### src/hw/rtl/cmh_pkg.sv
`timescale 1ns / 1ps

package cmh_pkg;

  // Mode codes of an input transaction (the spare code acts as a heading sample)
  localparam logic [1:0] MODE_HEADING = 2'd0;
  localparam logic [1:0] MODE_SAMPLE  = 2'd1;
  localparam logic [1:0] MODE_LAST    = 2'd2;

  // Status codes of a result transaction
  localparam logic [1:0] STS_HEADING = 2'd0;
  localparam logic [1:0] STS_SAMPLE  = 2'd1;
  localparam logic [1:0] STS_DONE    = 2'd2;
  localparam logic [1:0] STS_FAIL    = 2'd3;

  // Reset values of the calibration state
  localparam logic signed [15:0] RAW_MAX      = 16'sh7FFF;
  localparam logic signed [15:0] RAW_MIN      = 16'sh8000;
  localparam logic signed [15:0] OFFSET_Y_RST = 16'sd10;
  localparam logic signed [15:0] OFFSET_Z_RST = -16'sd32;

  // Default scales are round(NUM / DEN * 2^F)
  localparam logic [63:0] SCALE_Y_NUM  = 64'd92;
  localparam logic [63:0] SCALE_Z_NUM  = 64'd85;
  localparam logic [63:0] SCALE_DEN    = 64'd10000;
  localparam logic [63:0] SCALE_ROUND  = 64'd5000;

  // Angle constants: HALF_TURN_32 in units of 2^-32 turn, HEADING_HALF in 2^-16 turn
  localparam logic [31:0] HALF_TURN_32 = 32'h8000_0000;
  localparam logic [15:0] HEADING_HALF = 16'h8000;
  localparam int          ATAN_LEN     = 24;

  typedef enum logic [3:0] {
    ST_IDLE,
    ST_FOLD,
    ST_CHECK,
    ST_DIV_Y,
    ST_SAVE_Y,
    ST_DIV_Z,
    ST_COMMIT,
    ST_MUL_Y,
    ST_MUL_Z,
    ST_PREP,
    ST_ROT,
    ST_OUT
  } state_t;

  typedef enum logic [2:0] {
    DP_HOLD,
    DP_MUL_Y,
    DP_MUL_Z,
    DP_PREP,
    DP_ROT,
    DP_DIV_INIT,
    DP_DIV
  } dp_op_t;

  typedef struct packed {
    dp_op_t op;
    logic   sel_z;
  } dp_ctrl_t;

  typedef struct packed {
    logic last;
    logic zero_vec;
  } dp_stat_t;

  typedef struct packed {
    logic fold;
    logic clear;
    logic wr_off;
    logic wr_scale_y;
    logic wr_scale_z;
  } cal_ctrl_t;

  // atan(2^-i) as a fraction of a turn, 2^-32 units
  function automatic logic [31:0] atan_turn(input logic [4:0] idx);
    logic [31:0] val;
    case (idx)
      5'd0:    val = 32'h2000_0000;
      5'd1:    val = 32'h12E4_051D;
      5'd2:    val = 32'h09FB_385B;
      5'd3:    val = 32'h0511_11D4;
      5'd4:    val = 32'h028B_0D43;
      5'd5:    val = 32'h0145_D7E1;
      5'd6:    val = 32'h00A2_F61E;
      5'd7:    val = 32'h0051_7C55;
      5'd8:    val = 32'h0028_BE53;
      5'd9:    val = 32'h0014_5F2E;
      5'd10:   val = 32'h000A_2F98;
      5'd11:   val = 32'h0005_17CC;
      5'd12:   val = 32'h0002_8BE6;
      5'd13:   val = 32'h0001_45F3;
      5'd14:   val = 32'h0000_A2F9;
      5'd15:   val = 32'h0000_517C;
      5'd16:   val = 32'h0000_28BE;
      5'd17:   val = 32'h0000_145F;
      5'd18:   val = 32'h0000_0A2F;
      5'd19:   val = 32'h0000_0517;
      5'd20:   val = 32'h0000_028B;
      5'd21:   val = 32'h0000_0145;
      5'd22:   val = 32'h0000_00A2;
      5'd23:   val = 32'h0000_0051;
      default: val = 32'h0000_0000;
    endcase
    return val;
  endfunction

endpackage

### src/hw/rtl/cmh_in_if.sv
`timescale 1ns / 1ps

interface cmh_in_if;
  logic               valid;
  logic               ready;
  logic [1:0]         mode;
  logic signed [15:0] raw_y;
  logic signed [15:0] raw_z;

  modport source (output valid, output mode, output raw_y, output raw_z, input ready);
  modport sink   (input valid, input mode, input raw_y, input raw_z, output ready);
endinterface

### src/hw/rtl/cmh_out_if.sv
`timescale 1ns / 1ps

interface cmh_out_if;
  logic               valid;
  logic               ready;
  logic [15:0]        heading;
  logic [1:0]         status;
  logic signed [15:0] offset_y_now;
  logic signed [15:0] offset_z_now;

  modport source (output valid, output heading, output status, output offset_y_now,
                  output offset_z_now, input ready);
  modport sink   (input valid, input heading, input status, input offset_y_now,
                  input offset_z_now, output ready);
endinterface

### src/hw/rtl/cmh_cal.sv
`timescale 1ns / 1ps

module cmh_cal import cmh_pkg::*; #(
  parameter int FRAC_BITS = 24
) (
  input  logic                  clk,
  input  logic                  rst_n,
  input  cal_ctrl_t             ctrl_i,
  input  logic signed [15:0]    raw_y_i,
  input  logic signed [15:0]    raw_z_i,
  input  logic [FRAC_BITS:0]    quotient_i,
  output logic signed [15:0]    offset_y_o,
  output logic signed [15:0]    offset_z_o,
  output logic [FRAC_BITS:0]    scale_y_o,
  output logic [FRAC_BITS:0]    scale_z_o,
  output logic [16:0]           span_y_o,
  output logic [16:0]           span_z_o,
  output logic                  span_ok_o
);

  localparam int          SCALE_W   = FRAC_BITS + 1;
  localparam logic [63:0] ONE       = 64'd1 << FRAC_BITS;
  localparam logic [63:0] SY_RST64  = (SCALE_Y_NUM * ONE + SCALE_ROUND) / SCALE_DEN;
  localparam logic [63:0] SZ_RST64  = (SCALE_Z_NUM * ONE + SCALE_ROUND) / SCALE_DEN;

  logic signed [15:0] min_y_r, max_y_r, min_z_r, max_z_r;
  logic signed [15:0] offset_y_r, offset_z_r;
  logic [FRAC_BITS:0] scale_y_r, scale_z_r;
  logic signed [16:0] sum_y, sum_z, adj_y, adj_z;
  logic signed [15:0] cand_y, cand_z;
  logic signed [17:0] span_y, span_z;

  // Midpoint truncated toward zero, then half span above it
  always_comb begin
    sum_y  = 17'(min_y_r) + 17'(max_y_r);
    sum_z  = 17'(min_z_r) + 17'(max_z_r);
    adj_y  = sum_y + {16'd0, sum_y[16]};
    adj_z  = sum_z + {16'd0, sum_z[16]};
    cand_y = adj_y[16:1];
    cand_z = adj_z[16:1];
    span_y = 18'(max_y_r) - 18'(cand_y);
    span_z = 18'(max_z_r) - 18'(cand_z);
  end

  assign span_ok_o  = !span_y[17] && (span_y != '0) && !span_z[17] && (span_z != '0);
  assign span_y_o   = span_y[16:0];
  assign span_z_o   = span_z[16:0];
  assign offset_y_o = offset_y_r;
  assign offset_z_o = offset_z_r;
  assign scale_y_o  = scale_y_r;
  assign scale_z_o  = scale_z_r;

  // Track extremes, clear them when a calibration finishes
  always_ff @(posedge clk) begin
    if (!rst_n || ctrl_i.clear) begin
      min_y_r <= RAW_MAX;
      min_z_r <= RAW_MAX;
      max_y_r <= RAW_MIN;
      max_z_r <= RAW_MIN;
    end else if (ctrl_i.fold) begin
      if (raw_y_i < min_y_r) min_y_r <= raw_y_i;
      if (raw_y_i > max_y_r) max_y_r <= raw_y_i;
      if (raw_z_i < min_z_r) min_z_r <= raw_z_i;
      if (raw_z_i > max_z_r) max_z_r <= raw_z_i;
    end
  end

  // Hold offsets and scales in use
  always_ff @(posedge clk) begin
    if (!rst_n) begin
      offset_y_r <= OFFSET_Y_RST;
      offset_z_r <= OFFSET_Z_RST;
      scale_y_r  <= SCALE_W'(SY_RST64);
      scale_z_r  <= SCALE_W'(SZ_RST64);
    end else begin
      if (ctrl_i.wr_off) begin
        offset_y_r <= cand_y;
        offset_z_r <= cand_z;
      end
      if (ctrl_i.wr_scale_y) scale_y_r <= quotient_i;
      if (ctrl_i.wr_scale_z) scale_z_r <= quotient_i;
    end
  end

  a_fold_order: assert property (@(posedge clk) disable iff (!rst_n)
    ctrl_i.fold |=> (min_y_r <= max_y_r) && (min_z_r <= max_z_r))
    else $error("extremes out of order after a fold");

  a_commit_ok: assert property (@(posedge clk) disable iff (!rst_n)
    ctrl_i.wr_off |-> span_ok_o)
    else $error("offsets written with a zero span");

endmodule

### src/hw/rtl/cmh_dp.sv
`timescale 1ns / 1ps

module cmh_dp import cmh_pkg::*; #(
  parameter int FRAC_BITS = 24,
  parameter int STEPS     = 16
) (
  input  logic                  clk,
  input  logic                  rst_n,
  input  dp_ctrl_t              ctrl_i,
  input  logic signed [15:0]    raw_y_i,
  input  logic signed [15:0]    raw_z_i,
  input  logic signed [15:0]    offset_y_i,
  input  logic signed [15:0]    offset_z_i,
  input  logic [FRAC_BITS:0]    scale_y_i,
  input  logic [FRAC_BITS:0]    scale_z_i,
  input  logic [16:0]           span_y_i,
  input  logic [16:0]           span_z_i,
  output logic [FRAC_BITS:0]    quotient_o,
  output logic [15:0]           heading_o,
  output dp_stat_t              stat_o
);

  localparam int PW     = FRAC_BITS + 19;
  localparam int CW     = FRAC_BITS + 20;
  localparam int MAXIT  = (FRAC_BITS + 1 > STEPS) ? FRAC_BITS + 1 : STEPS;
  localparam int CNT_W  = $clog2(MAXIT);

  logic signed [16:0]   diff_y, diff_z, mul_a;
  logic [FRAC_BITS:0]   mul_b;
  logic [16:0]          divisor;
  logic signed [PW-1:0] prod;
  logic signed [CW-1:0] x_r, x_nxt, y_r, y_nxt;
  logic signed [CW-1:0] sh_x, sh_y, ya, yb, y_sum, x_sum, div_ya;
  logic [31:0]          ang_r, ang_nxt, atan_val;
  logic [CNT_W-1:0]     cnt_r, cnt_nxt;
  logic                 is_div, y_neg, y_sub, q_bit;

  // One multiplier, Y axis then Z axis
  always_comb begin
    diff_y = 17'(raw_y_i) - 17'(offset_y_i);
    diff_z = 17'(raw_z_i) - 17'(offset_z_i);
    mul_a  = (ctrl_i.op == DP_MUL_Z) ? diff_z : diff_y;
    mul_b  = (ctrl_i.op == DP_MUL_Z) ? scale_z_i : scale_y_i;
    prod   = mul_a * $signed({1'b0, mul_b});
  end

  // Shared shift-add unit: CORDIC step or restoring divide step
  always_comb begin
    is_div   = (ctrl_i.op == DP_DIV);
    y_neg    = y_r[CW-1];
    divisor  = ctrl_i.sel_z ? span_z_i : span_y_i;
    sh_x     = x_r >>> cnt_r;
    sh_y     = y_r >>> cnt_r;
    div_ya   = {y_r[CW-2:0], (cnt_r == '0)};
    ya       = is_div ? div_ya : y_r;
    yb       = is_div ? CW'(divisor) : sh_x;
    y_sub    = is_div || !y_neg;
    y_sum    = y_sub ? ya - yb : ya + yb;
    x_sum    = y_neg ? x_r - sh_y : x_r + sh_y;
    q_bit    = !y_sum[CW-1];
    atan_val = atan_turn(5'(cnt_r));
  end

  always_comb begin
    x_nxt   = x_r;
    y_nxt   = y_r;
    ang_nxt = ang_r;
    cnt_nxt = cnt_r;
    case (ctrl_i.op)
      DP_MUL_Y: y_nxt = CW'(prod);
      DP_MUL_Z: x_nxt = CW'(prod);
      DP_PREP: begin
        // x holds the Z product; the true x is its negation
        cnt_nxt = '0;
        if (!x_r[CW-1] && (x_r != '0)) begin
          y_nxt   = -y_r;
          ang_nxt = HALF_TURN_32;
        end else begin
          x_nxt   = -x_r;
          ang_nxt = '0;
        end
      end
      DP_ROT: begin
        x_nxt   = x_sum;
        y_nxt   = y_sum;
        ang_nxt = y_neg ? ang_r - atan_val : ang_r + atan_val;
        cnt_nxt = cnt_r + 1'b1;
      end
      DP_DIV_INIT: begin
        x_nxt   = '0;
        y_nxt   = '0;
        cnt_nxt = '0;
      end
      DP_DIV: begin
        y_nxt   = q_bit ? y_sum : div_ya;
        x_nxt   = {x_r[CW-2:0], q_bit};
        cnt_nxt = cnt_r + 1'b1;
      end
      default: begin
        x_nxt = x_r;
      end
    endcase
  end

  always_ff @(posedge clk) begin
    if (!rst_n) begin
      cnt_r <= '0;
    end else begin
      cnt_r <= cnt_nxt;
    end
  end

  always_ff @(posedge clk) begin
    x_r   <= x_nxt;
    y_r   <= y_nxt;
    ang_r <= ang_nxt;
  end

  // Round the turn fraction to 16 bits, wrapping at a full turn
  assign heading_o       = ang_r[31:16] + {15'd0, ang_r[15]};
  assign quotient_o      = x_r[FRAC_BITS:0];
  assign stat_o.zero_vec = (x_r == '0) && (y_r == '0);
  assign stat_o.last     = (ctrl_i.op == DP_ROT) ? (cnt_r == CNT_W'(STEPS - 1))
                                                 : (cnt_r == CNT_W'(FRAC_BITS));

endmodule

### src/hw/rtl/compass_minmax_calibration_heading.sv
// Heading sample: MUL_Y, MUL_Z, PREP, the ROT steps and OUT, or PREP straight to OUT
// when both axis terms are zero. Calibration sample: FOLD, then OUT; last sample: FOLD,
// CHECK, the Y divide, SAVE_Y, the Z divide, COMMIT and OUT, or FOLD, CHECK and OUT on
// a zero span. One item at a time: the CORDIC and divider share one shift-add unit
// stepped once per cycle; the next item is taken after the result is registered.
// Synchronous active-low reset restores default offsets, scales and full-range extremes.
`timescale 1ns / 1ps

module compass_minmax_calibration_heading import cmh_pkg::*; #(
  parameter int SCALE_FRACTION_BITS = 24,
  parameter int ANGLE_STEPS         = 16
) (
  input  logic       clk,
  input  logic       rst_n,
  cmh_in_if.sink     in_ch,
  cmh_out_if.source  out_ch
);

  localparam int SW = SCALE_FRACTION_BITS + 1;

  state_t             state_r, state_nxt;
  logic [1:0]         mode_r, sts_r;
  logic signed [15:0] ry_r, rz_r;
  logic               zero_r;
  logic               out_valid_r;
  logic [15:0]        hdg_o_r;
  logic [1:0]         sts_o_r;
  logic signed [15:0] offy_o_r, offz_o_r;
  logic               in_acc, out_load;

  dp_ctrl_t           dp_ctrl;
  dp_stat_t           dp_stat;
  cal_ctrl_t          cal_ctrl;
  logic signed [15:0] offset_y, offset_z;
  logic [SW-1:0]      scale_y, scale_z, quotient;
  logic [16:0]        span_y, span_z;
  logic               span_ok;
  logic [15:0]        dp_heading;

  assign in_acc   = in_ch.valid && in_ch.ready;
  assign out_load = (state_r == ST_OUT) && (!out_valid_r || out_ch.ready);

  cmh_cal #(
    .FRAC_BITS (SCALE_FRACTION_BITS)
  ) u_cal (
    .clk        (clk),
    .rst_n      (rst_n),
    .ctrl_i     (cal_ctrl),
    .raw_y_i    (ry_r),
    .raw_z_i    (rz_r),
    .quotient_i (quotient),
    .offset_y_o (offset_y),
    .offset_z_o (offset_z),
    .scale_y_o  (scale_y),
    .scale_z_o  (scale_z),
    .span_y_o   (span_y),
    .span_z_o   (span_z),
    .span_ok_o  (span_ok)
  );

  cmh_dp #(
    .FRAC_BITS (SCALE_FRACTION_BITS),
    .STEPS     (ANGLE_STEPS)
  ) u_dp (
    .clk        (clk),
    .rst_n      (rst_n),
    .ctrl_i     (dp_ctrl),
    .raw_y_i    (ry_r),
    .raw_z_i    (rz_r),
    .offset_y_i (offset_y),
    .offset_z_i (offset_z),
    .scale_y_i  (scale_y),
    .scale_z_i  (scale_z),
    .span_y_i   (span_y),
    .span_z_i   (span_z),
    .quotient_o (quotient),
    .heading_o  (dp_heading),
    .stat_o     (dp_stat)
  );

  // Next state
  always_comb begin
    state_nxt = state_r;
    case (state_r)
      ST_IDLE: begin
        if (in_acc) begin
          if (in_ch.mode inside {MODE_SAMPLE, MODE_LAST}) state_nxt = ST_FOLD;
          else                                            state_nxt = ST_MUL_Y;
        end
      end
      ST_FOLD:   state_nxt = (mode_r == MODE_LAST) ? ST_CHECK : ST_OUT;
      ST_CHECK:  state_nxt = span_ok ? ST_DIV_Y : ST_OUT;
      ST_DIV_Y:  state_nxt = dp_stat.last ? ST_SAVE_Y : ST_DIV_Y;
      ST_SAVE_Y: state_nxt = ST_DIV_Z;
      ST_DIV_Z:  state_nxt = dp_stat.last ? ST_COMMIT : ST_DIV_Z;
      ST_COMMIT: state_nxt = ST_OUT;
      ST_MUL_Y:  state_nxt = ST_MUL_Z;
      ST_MUL_Z:  state_nxt = ST_PREP;
      ST_PREP:   state_nxt = dp_stat.zero_vec ? ST_OUT : ST_ROT;
      ST_ROT:    state_nxt = dp_stat.last ? ST_OUT : ST_ROT;
      ST_OUT:    state_nxt = out_load ? ST_IDLE : ST_OUT;
      default:   state_nxt = ST_IDLE;
    endcase
  end

  // Control outputs of the sequencer
  always_comb begin
    dp_ctrl  = '{op: DP_HOLD, sel_z: 1'b0};
    cal_ctrl = '0;
    in_ch.ready = 1'b0;
    case (state_r)
      ST_IDLE:   in_ch.ready = 1'b1;
      ST_FOLD:   cal_ctrl.fold = 1'b1;
      ST_CHECK: begin
        if (span_ok) dp_ctrl.op = DP_DIV_INIT;
        else         cal_ctrl.clear = 1'b1;
      end
      ST_DIV_Y:  dp_ctrl.op = DP_DIV;
      ST_SAVE_Y: begin
        cal_ctrl.wr_scale_y = 1'b1;
        dp_ctrl.op          = DP_DIV_INIT;
      end
      ST_DIV_Z:  dp_ctrl = '{op: DP_DIV, sel_z: 1'b1};
      ST_COMMIT: begin
        cal_ctrl.wr_scale_z = 1'b1;
        cal_ctrl.wr_off     = 1'b1;
        cal_ctrl.clear      = 1'b1;
      end
      ST_MUL_Y:  dp_ctrl.op = DP_MUL_Y;
      ST_MUL_Z:  dp_ctrl.op = DP_MUL_Z;
      ST_PREP:   dp_ctrl.op = DP_PREP;
      ST_ROT:    dp_ctrl.op = DP_ROT;
      default:   dp_ctrl.op = DP_HOLD;
    endcase
  end

  always_ff @(posedge clk) begin
    if (!rst_n) begin
      state_r <= ST_IDLE;
    end else begin
      state_r <= state_nxt;
    end
  end

  // Latch the accepted transaction
  always_ff @(posedge clk) begin
    if (in_acc) begin
      mode_r <= in_ch.mode;
      ry_r   <= in_ch.raw_y;
      rz_r   <= in_ch.raw_z;
    end
  end

  // Track result status of the item in flight
  always_ff @(posedge clk) begin
    if (!rst_n) begin
      sts_r  <= STS_HEADING;
      zero_r <= 1'b0;
    end else begin
      if (in_acc) begin
        sts_r  <= (in_ch.mode inside {MODE_SAMPLE, MODE_LAST}) ? STS_SAMPLE : STS_HEADING;
        zero_r <= 1'b0;
      end else if ((state_r == ST_CHECK) && !span_ok) begin
        sts_r <= STS_FAIL;
      end else if (state_r == ST_COMMIT) begin
        sts_r <= STS_DONE;
      end
      if (state_r == ST_PREP) zero_r <= dp_stat.zero_vec;
    end
  end

  // Output register: load when free or being drained
  always_ff @(posedge clk) begin
    if (!rst_n) begin
      out_valid_r <= 1'b0;
    end else if (out_load) begin
      out_valid_r <= 1'b1;
    end else if (out_ch.ready) begin
      out_valid_r <= 1'b0;
    end
  end

  always_ff @(posedge clk) begin
    if (out_load) begin
      if (sts_r == STS_HEADING) hdg_o_r <= zero_r ? HEADING_HALF : dp_heading;
      else                      hdg_o_r <= '0;
      sts_o_r  <= sts_r;
      offy_o_r <= offset_y;
      offz_o_r <= offset_z;
    end
  end

  assign out_ch.valid        = out_valid_r;
  assign out_ch.heading      = hdg_o_r;
  assign out_ch.status       = sts_o_r;
  assign out_ch.offset_y_now = offy_o_r;
  assign out_ch.offset_z_now = offz_o_r;

  a_busy_after_accept: assert property (@(posedge clk) disable iff (!rst_n)
    in_acc |=> (state_r != ST_IDLE))
    else $error("sequencer idle right after a transaction");

  a_cal_heading_zero: assert property (@(posedge clk) disable iff (!rst_n)
    (out_valid_r && (sts_o_r != STS_HEADING)) |-> (hdg_o_r == '0))
    else $error("calibration result carries a heading");

  a_fail_keeps_offsets: assert property (@(posedge clk) disable iff (!rst_n)
    ((state_r == ST_CHECK) && !span_ok) |=> ($stable(offset_y) && $stable(offset_z)))
    else $error("offsets changed on a failed calibration");

  a_rot_heading_only: assert property (@(posedge clk) disable iff (!rst_n)
    (state_r == ST_ROT) |-> (sts_r == STS_HEADING))
    else $error("angle unit running for a calibration item");

endmodule

### src/flat_wrapper.sv
// flat-port wrapper written by rule: the top's interface ports become plain ports
module compass_minmax_calibration_heading_flat import cmh_pkg::*;
#(
  parameter int SCALE_FRACTION_BITS = 24,
  parameter int ANGLE_STEPS         = 16
)
  (clk, rst_n, in_ch_valid, in_ch_mode, in_ch_raw_y, in_ch_raw_z, in_ch_ready, out_ch_valid, out_ch_heading, out_ch_status, out_ch_offset_y_now, out_ch_offset_z_now, out_ch_ready);
  cmh_in_if in_ch_i ();
  cmh_out_if out_ch_i ();
  input  logic clk;
  input  logic rst_n;
  input wire logic [$bits(in_ch_i.valid)-1:0] in_ch_valid;
  input wire logic [$bits(in_ch_i.mode)-1:0] in_ch_mode;
  input wire logic [$bits(in_ch_i.raw_y)-1:0] in_ch_raw_y;
  input wire logic [$bits(in_ch_i.raw_z)-1:0] in_ch_raw_z;
  output wire logic [$bits(in_ch_i.ready)-1:0] in_ch_ready;
  output wire logic [$bits(out_ch_i.valid)-1:0] out_ch_valid;
  output wire logic [$bits(out_ch_i.heading)-1:0] out_ch_heading;
  output wire logic [$bits(out_ch_i.status)-1:0] out_ch_status;
  output wire logic [$bits(out_ch_i.offset_y_now)-1:0] out_ch_offset_y_now;
  output wire logic [$bits(out_ch_i.offset_z_now)-1:0] out_ch_offset_z_now;
  input wire logic [$bits(out_ch_i.ready)-1:0] out_ch_ready;
  assign in_ch_i.valid = in_ch_valid;
  assign in_ch_i.mode = in_ch_mode;
  assign in_ch_i.raw_y = in_ch_raw_y;
  assign in_ch_i.raw_z = in_ch_raw_z;
  assign in_ch_ready = in_ch_i.ready;
  assign out_ch_valid = out_ch_i.valid;
  assign out_ch_heading = out_ch_i.heading;
  assign out_ch_status = out_ch_i.status;
  assign out_ch_offset_y_now = out_ch_i.offset_y_now;
  assign out_ch_offset_z_now = out_ch_i.offset_z_now;
  assign out_ch_i.ready = out_ch_ready;
  compass_minmax_calibration_heading #(.SCALE_FRACTION_BITS(SCALE_FRACTION_BITS), .ANGLE_STEPS(ANGLE_STEPS)) u_core (.clk(clk), .rst_n(rst_n), .in_ch(in_ch_i), .out_ch(out_ch_i));
endmodule
### config.mk
export PLATFORM = sky130hd
export DESIGN_NAME = compass_minmax_calibration_heading_flat
export DESIGN_NICKNAME = d
export VERILOG_FILES = /design/src/hw/rtl/cmh_pkg.sv /design/src/hw/rtl/cmh_in_if.sv /design/src/hw/rtl/cmh_out_if.sv /design/src/hw/rtl/cmh_cal.sv /design/src/hw/rtl/cmh_dp.sv /design/src/hw/rtl/compass_minmax_calibration_heading.sv /design/src/flat_wrapper.sv
export SDC_FILE = /design/constraint.sdc
export NUM_CORES = 2
export LEC_CHECK = 0
export ABC_AREA = 1
export BUFFER_PORTS_ARGS = -buffer_cell sky130_fd_sc_hd__clkbuf_2
export CAP_MARGIN = 40
export CORE_MARGIN = 1.5
export CORE_UTILIZATION = 40
export CTS_CLUSTER_DIAMETER = 120
export DETAILED_ROUTE_END_ITERATION = 12
export GPL_ROUTABILITY_DRIVEN = 0
export PLACE_DENSITY_LB_ADDON = 0.3
export REMOVE_ABC_BUFFERS = 1
export SLEW_MARGIN = 20
export SYNTH_ARGS = -nofsm -noshare
export SYNTH_HDL_FRONTEND = slang
export SYNTH_SLANG_ARGS = --single-unit
### constraint.sdc
create_clock -name clk -period 9.5 [get_ports clk]
set_input_delay 1.425 -clock clk [delete_from_list [all_inputs] [get_ports clk]]
set_output_delay 1.425 -clock clk [all_outputs]
set_load 0.02 [all_outputs]
==> After elaboration in Yosys (flattened, before gate mapping) <==
Memory sizes are Yosys's and may differ from the RTL's. A register that Yosys moved wholly into a read port is not among the register bits.
Index checks and enable logic that the tools add are counted.
{ "totals": {"ff_bits": 363, "rom_bits": 960, "input_bits": 38, "output_inout_bits": 52, "word_cells": 168, "mem_count": 1} }
{ "op_classes": {"n_addsub": 18, "multipliers": 1, "magnitude_cmp": 4, "n_eq_ne": 25, "n_shift": 2, "mux": 47, "bitwise_logic": 1, "n_reduce_logical": 45} }
{ "mem_list": {"columns": ["name", "depth", "width", "rd", "rd_clocked_by_memory_dff", "wr", "line_no", "rtl"], "rows": [
  ["(no name shown)", 32, 30, 1, 1, 0, "cmh_pkg.sv:79", "case (idx)"]
]} }
{ "op_table": {"columns": ["cell", "count"], "rows": [
  ["$pmux 44 s5", 2],
  ["$mux 44", 7],
  ["$add 44x44->44", 2],
  ["$logic_not 44->1", 2],
  ["$neg 44->44", 2],
  ["$sshr 44x5->44", 2],
  ["$sub 44x44->44", 2],
  ["$sub 16x16->17", 4],
  ["$mux 32", 2],
  ["$pmux 32 s2", 1],
  ["$pmux 4 s12", 1],
  ["$reduce_bool 44->1", 1],
  ["$mul 17x26->43", 1],
  ["$reduce_bool 18->1", 2],
  ["$add 16x16->17", 2],
  ["$add 17x1->17", 2],
  ["$mux 17", 2],
  ["$add 32x32->32", 1],
  ["$gt 16x16->1", 2],
  ["$lt 16x16->1", 2],
  ["$sub 32x32->32", 1],
  ["$mux 25", 1],
  ["$pmux 3 s7", 1],
  ["$add 16x1->16", 1],
  ["other kinds (34)", 97]
]} }

==> Longest topological paths before layout <==
{ "depth": {"depth_word": 15, "mapped_depth": 64, "depth_no_buf": 63} }

==> Modules after synthesis <==
From an unflattened synthesis, not the netlist that was laid out.
{ "hier_totals": {"cells_unflattened": 8359, "hier_area_um2": 55892.4} }
{ "modules_own_cells": {"columns": ["mod", "n_inst", "cells_per_inst", "area_each_um2", "seq_area_each_um2"], "rows": [
  ["cmh_dp", 1, 6572, 41886.4, 4304.1],
  ["cmh_cal", 1, 1560, 10746.6, 2922.8],
  ["compass_minmax_calibration_heading", 1, 227, 3259.4, 2682.6]
]} }

==> Least setup slack after synthesis <==
No wires, ideal clock.
{ "synth_timing": {"kind": "register to register", "start": "reg u_core.rz_r[0]", "end": "reg u_core.u_dp.x_r[43], data pin", "setup_ns": 0.284, "t_arrival_ns": 8.944, "t_required_ns": 9.216, "path_slack_ns": 0.272, "path_stages_with_launch": 49, "path_buffers": 1, "period_less_slack_ns": 9.228, "path_cell_list": "edfxtp_1 > inv_1 > ha_1 > inv_1 > fa_1 > a21oi_1 > o21bai_1 > a21oi_1 > o21ai_0 > a21o_1 > a21oi_1 > nor2_1 > nor2_1 > inv_1 > a21oi_1 > o21ai_0 > a21oi_1 > o21ai_0 > [... 13 more ...] > inv_1 > ha_1 > nand2_1 > nor2_1 > nand2_1 > o211ai_1 > a311oi_1 > o21ai_0 > a21oi_1 > inv_1 > nand2_1 > nand2_1 > a21oi_1 > o21bai_1 > a21oi_1 > xnor2_1 > o21ai_0 > o2111ai_1"} }
{ "synth_via": {"elab_chain_cells": 4} }
{ "synth_rtl": {"columns": ["element", "line_no", "rtl"], "rows": [
  ["from (decl)", "compass_minmax_calibration_heading.sv:23", "logic signed [15:0] ry_r, rz_r;"],
  ["from (signal assigned)", "compass_minmax_calibration_heading.sv:150", "rz_r <= in_ch.raw_z;"],
  ["$sub 16x16->17", "cmh_dp.sv:41", "diff_z = 17'(raw_z_i) - 17'(offset_z_i);"],
  ["$mux 17", "cmh_dp.sv:42", "mul_a = (ctrl_i.op == DP_MUL_Z) ? diff_z : diff_y;"],
  ["$mul 17x26->43", "cmh_dp.sv:44", "prod = mul_a * $signed({1'b0, mul_b});"],
  ["$pmux 44 s5", "cmh_dp.sv:69", "case (ctrl_i.op)"],
  ["named net u_core.u_dp.x_nxt[43]", "cmh_dp.sv:32", "logic signed [CW-1:0] x_r, x_nxt, y_r, y_nxt;"],
  ["to (signal assigned)", "cmh_dp.sv:114", "x_r <= x_nxt;"],
  ["to (decl)", "cmh_dp.sv:32", null]
]} }
The timed path passes the listed nets, and every way through them passes these cells.
A chain may end at the register's enable or synchronous reset.

==> Worst setup path after layout <==
{ "layout_timing": {"start": "reg u_core.ry_r[2]", "end": "reg u_core.u_dp.x_r[43], data pin"} }
{ "layout_via": {"elab_chain_cells": 4} }
{ "layout_rtl": {"columns": ["element", "line_no", "rtl"], "rows": [
  ["from (decl)", "compass_minmax_calibration_heading.sv:23", null],
  ["from (signal assigned)", "compass_minmax_calibration_heading.sv:149", "ry_r <= in_ch.raw_y;"],
  ["$sub 16x16->17", "cmh_dp.sv:40", "diff_y = 17'(raw_y_i) - 17'(offset_y_i);"],
  ["$mux 17", "cmh_dp.sv:42", null],
  ["$mul 17x26->43", "cmh_dp.sv:44", null],
  ["$pmux 44 s5", "cmh_dp.sv:69", null],
  ["named net u_core.u_dp.x_nxt[43]", "cmh_dp.sv:32", null]
]} }
The timed path passes the listed nets, and every way through them passes these cells.

==> summary.txt <==
Clock network
  – Root buf cell: clkbuf_16
  – Clk buf depth: 3
  – Clk sinks: slightly below 400
  – Hold_buf cts: 0
  – Worst-Skew Late Latency: 640 ps
  – CTS H-tree depth: 2
  – Worst-path clk slew: 60 ps
  – CTS buffer count: 50
  – TritonCTS clock tree: yes

Die
  – # IOs: 90
  – Die H: roughly 370 µm
  – Initial Util: 0.404
  – Die ar.: 135000 µm²
  – Core Rows: 133
  – Chip width: 368 µm
  – Core footprint: 132000 µm²

Worst setup path
  – R2R Setup Slk: 350 ps
  – CP max-delay cell: fa_1
  – Critical Path AT: 9510 ps
  – Reg2reg start: u_core.ry_r[2]
  – Reg2Reg Depth: approximately 50
  – Crit path max fanout: 7
  – R2r endpoint: u_core.u_dp.x_r[43]
  – CP max stage delay: ~560 ps
  – Crit. End Element: flop
  – Startpoint types: flop
  – Worst EP required: approximately 10000 ps
  – Critical path class: flop to flop

STA
  – Fmax: 109 MHz
  – Period utilization: 0.963
  – Max Transition Viols Final: 0
  – Crit path time final: 9150 ps
  – Hold Fails Final Rpt: 0
  – Worst-Margin Slew: 887 ps
  – RSZ-0062 raised after global routing: true
  – Worst relative slew slack: 0.408
  – Final setup viols: 0
  – Clock Skew: 49.4 ps

Yosys
  – Post-Syn Instances: around 7500
  – Syn_area_per_cell: between 7 and 8 µm²
  – Cell variety after synth: 79
  – Post-synth top flop: edfxtp_1
  – Synth Register Bits: 393
  – Async set or reset register ratio after synthesis: 0
  – Ys Warns: 0
  – Sequential element share of the synthesized area: 0.186
  – Number of synthesized flops with an enable pin: 204
  – Synth Cell Area: 53200 µm²

Global routing
  – Largest net degree at the start of global routing: 97
  – Tot GR Track Use: 0.258
  – First-pass GRT wire length: 278000 µm
  – Antenna violations before repair: 1
  – Gr ovfl total: 0
  – Vias in the first global route: roughly 49000

Layout
  – Layout cell share with drive strength beyond 1: 0.136
  – Ant. Diodes: 0
  – Core Util, Final: 0.458
  – Nets: 8534
  – Layout area overhead: 13.4%

Place
  – Dpl hpwl: 143000 µm
  – Port buffer count: ~90

Route
  – Routed wire length per instance: approximately 19 µm
  – Top sig layer: met5
  – DR vias: about 52000
  – Metal-1 WL: just over 80000 µm
  – Detailed Route WL: roughly 180000 µm
  – Met3 routed WL: between 15000 and 20000 µm
  – Initial DRC count: 5698
  – DRC: 0
  – Post-route ant nets: 0
  – Vias per cell: 5.47
  – First-pass iteration count of the detailed router: 6
  – DR WL met2: between 70000 and 80000 µm

Hold path
  – Hold Startpoint: u_core.u_cal.offset_y_o[2]
  – Hold path cells: 0
  – HP Class: flop to flop
  – Hold EP: u_core.out_ch.offset_y_now[2]

Flow run
  – Max-Cap Viols: 0

Run status
  – Status: complete, no violations
-- critical path, delay by kind of cell, from the launching register on --
kind	cells	cell delay [ps]
compound gates	21	2770
xor+xnor	2	350
fa+ha+maj	8	3590
buf+inv	7	720
flops	1	440
simple gates	13	1000
-- what timing repair did --
item                       in CTS  in global routing
cloned                          0                  4
pin swaps                       5                 95
gates resized for setup        15                252
setup buffers                   7                 35
setup endpoints to repair      52                 63
-- layout by cell type, fill, tap and decap left out, types with 182 or more instances in the layout --
cell type  netlist  final
ha_1           431    409
a21oi_1        457    403
buf_4            9    313
fa_1           353    346
inv_1         1226   1212
nand3_1        355    345
nand2_1       1517   1492
edfxtp_1       204    204
dfxtp_1        189    182
o21ai_0        559    524
nor2_1         643    619
-- worst max path at each step --
stage                 startpoint             endpoint  slack [ps]  depth (start not counted)
3_3_place_gp      u_core.rz_r[0]  u_core.u_dp.x_r[43]         -80                         51
4_1_cts           u_core.ry_r[0]  u_core.u_dp.x_r[43]          20                         54
5_1_grt           u_core.ry_r[2]  u_core.u_dp.x_r[42]        -240                         52
3_5_place_dp      u_core.ry_r[0]  u_core.u_dp.x_r[41]        -180                         49
6_report          u_core.ry_r[2]  u_core.u_dp.x_r[43]         350                         51
2_1_floorplan  u_core.state_r[3]   u_core.u_dp.y_r[0]       -4860                         34
-- metal layers --
layer / track usage / up-vias
met2: 0.396 / 2273
li1: - / 24900
met4: 0.0679 / 2
met5: 0 / -
met1: 0.374 / 24600
met3: 0.0407 / 302
-- layout make-up --
cell class              count  area [µm²]
clock buffers              59        1340
inverters                1264        4750
clock inverters            35         345
repair buffers            438        3450
well taps                1755        2200
multi-input cells        5565       38300
flip-flops and latches    393        9920
fillers                 13200       71300
-- through the flow --
step	area (µm²)	hold WS (ps)	instances	worst slack [ps]	TNS, ps
after floorplan	51900	408	7221	-4860	-351300
after detailed placement	57100	431	9364	-183	-3610
after CTS	58900	442	9465	17.5	0
after global placement	57000	412	9356	-79.8	-209
after global routing	60300	445	9509	-244	-2990
final	60300	438	9509	350	0
-- cells in the mapped netlist (all sizes together), types with 11 or more instances --
library cell,count,area share
a211oi,42,0.0059
a21boi,18,0.0026
a21o,11,0.0016
a21oi,462,0.044
a31oi,28,0.0033
buf,100,0.011
clkbuf,158,0.012
clkinv,17,0.0012
dfxtp,189,0.071
edfxtp,204,0.12
fa,353,0.13
ha,431,0.10
inv,1247,0.088
mux2i,97,0.018
nand2,1599,0.12
nand3,455,0.053
nand4,72,0.0088
nor2,673,0.050
nor3,86,0.0091
nor4,23,0.0034
o2111ai,44,0.0072
o211ai,81,0.011
o21a,13,0.0018
o21ai,639,0.061
o21bai,29,0.0041
o22ai,12,0.0014
o31ai,12,0.0018
o32ai,15,0.0025
or2,59,0.0069
xnor2,95,0.016
xor2,164,0.027
-- kinds of logic after synthesis --
| logic type | after synthesis | synth area share |
|---|---|---|
| compound gates | 1432 | 0.153 |
| xor+xnor | 259 | 0.0430 |
| fa+ha+maj | 784 | 0.234 |
| buf+inv | 1522 | 0.113 |
| flops | 393 | 0.186 |
| mux | 98 | 0.0185 |
| simple gates | 2991 | 0.252 |
-- registers in the layout (all words and copies together), names as in the netlist, 25 cells and up --
name,flops
u_core.u_cal.scale_z_o,25
u_core.u_dp.x_r,44
u_core.u_cal.scale_y_o,25
u_core.u_dp.y_r,44
u_core.u_dp.atan_val,30
u_core.u_dp.ang_r,32
Power is left out: the tool's default activity adds up to more than one toggle a clock period on the data nets, which glitch-free logic cannot reach.
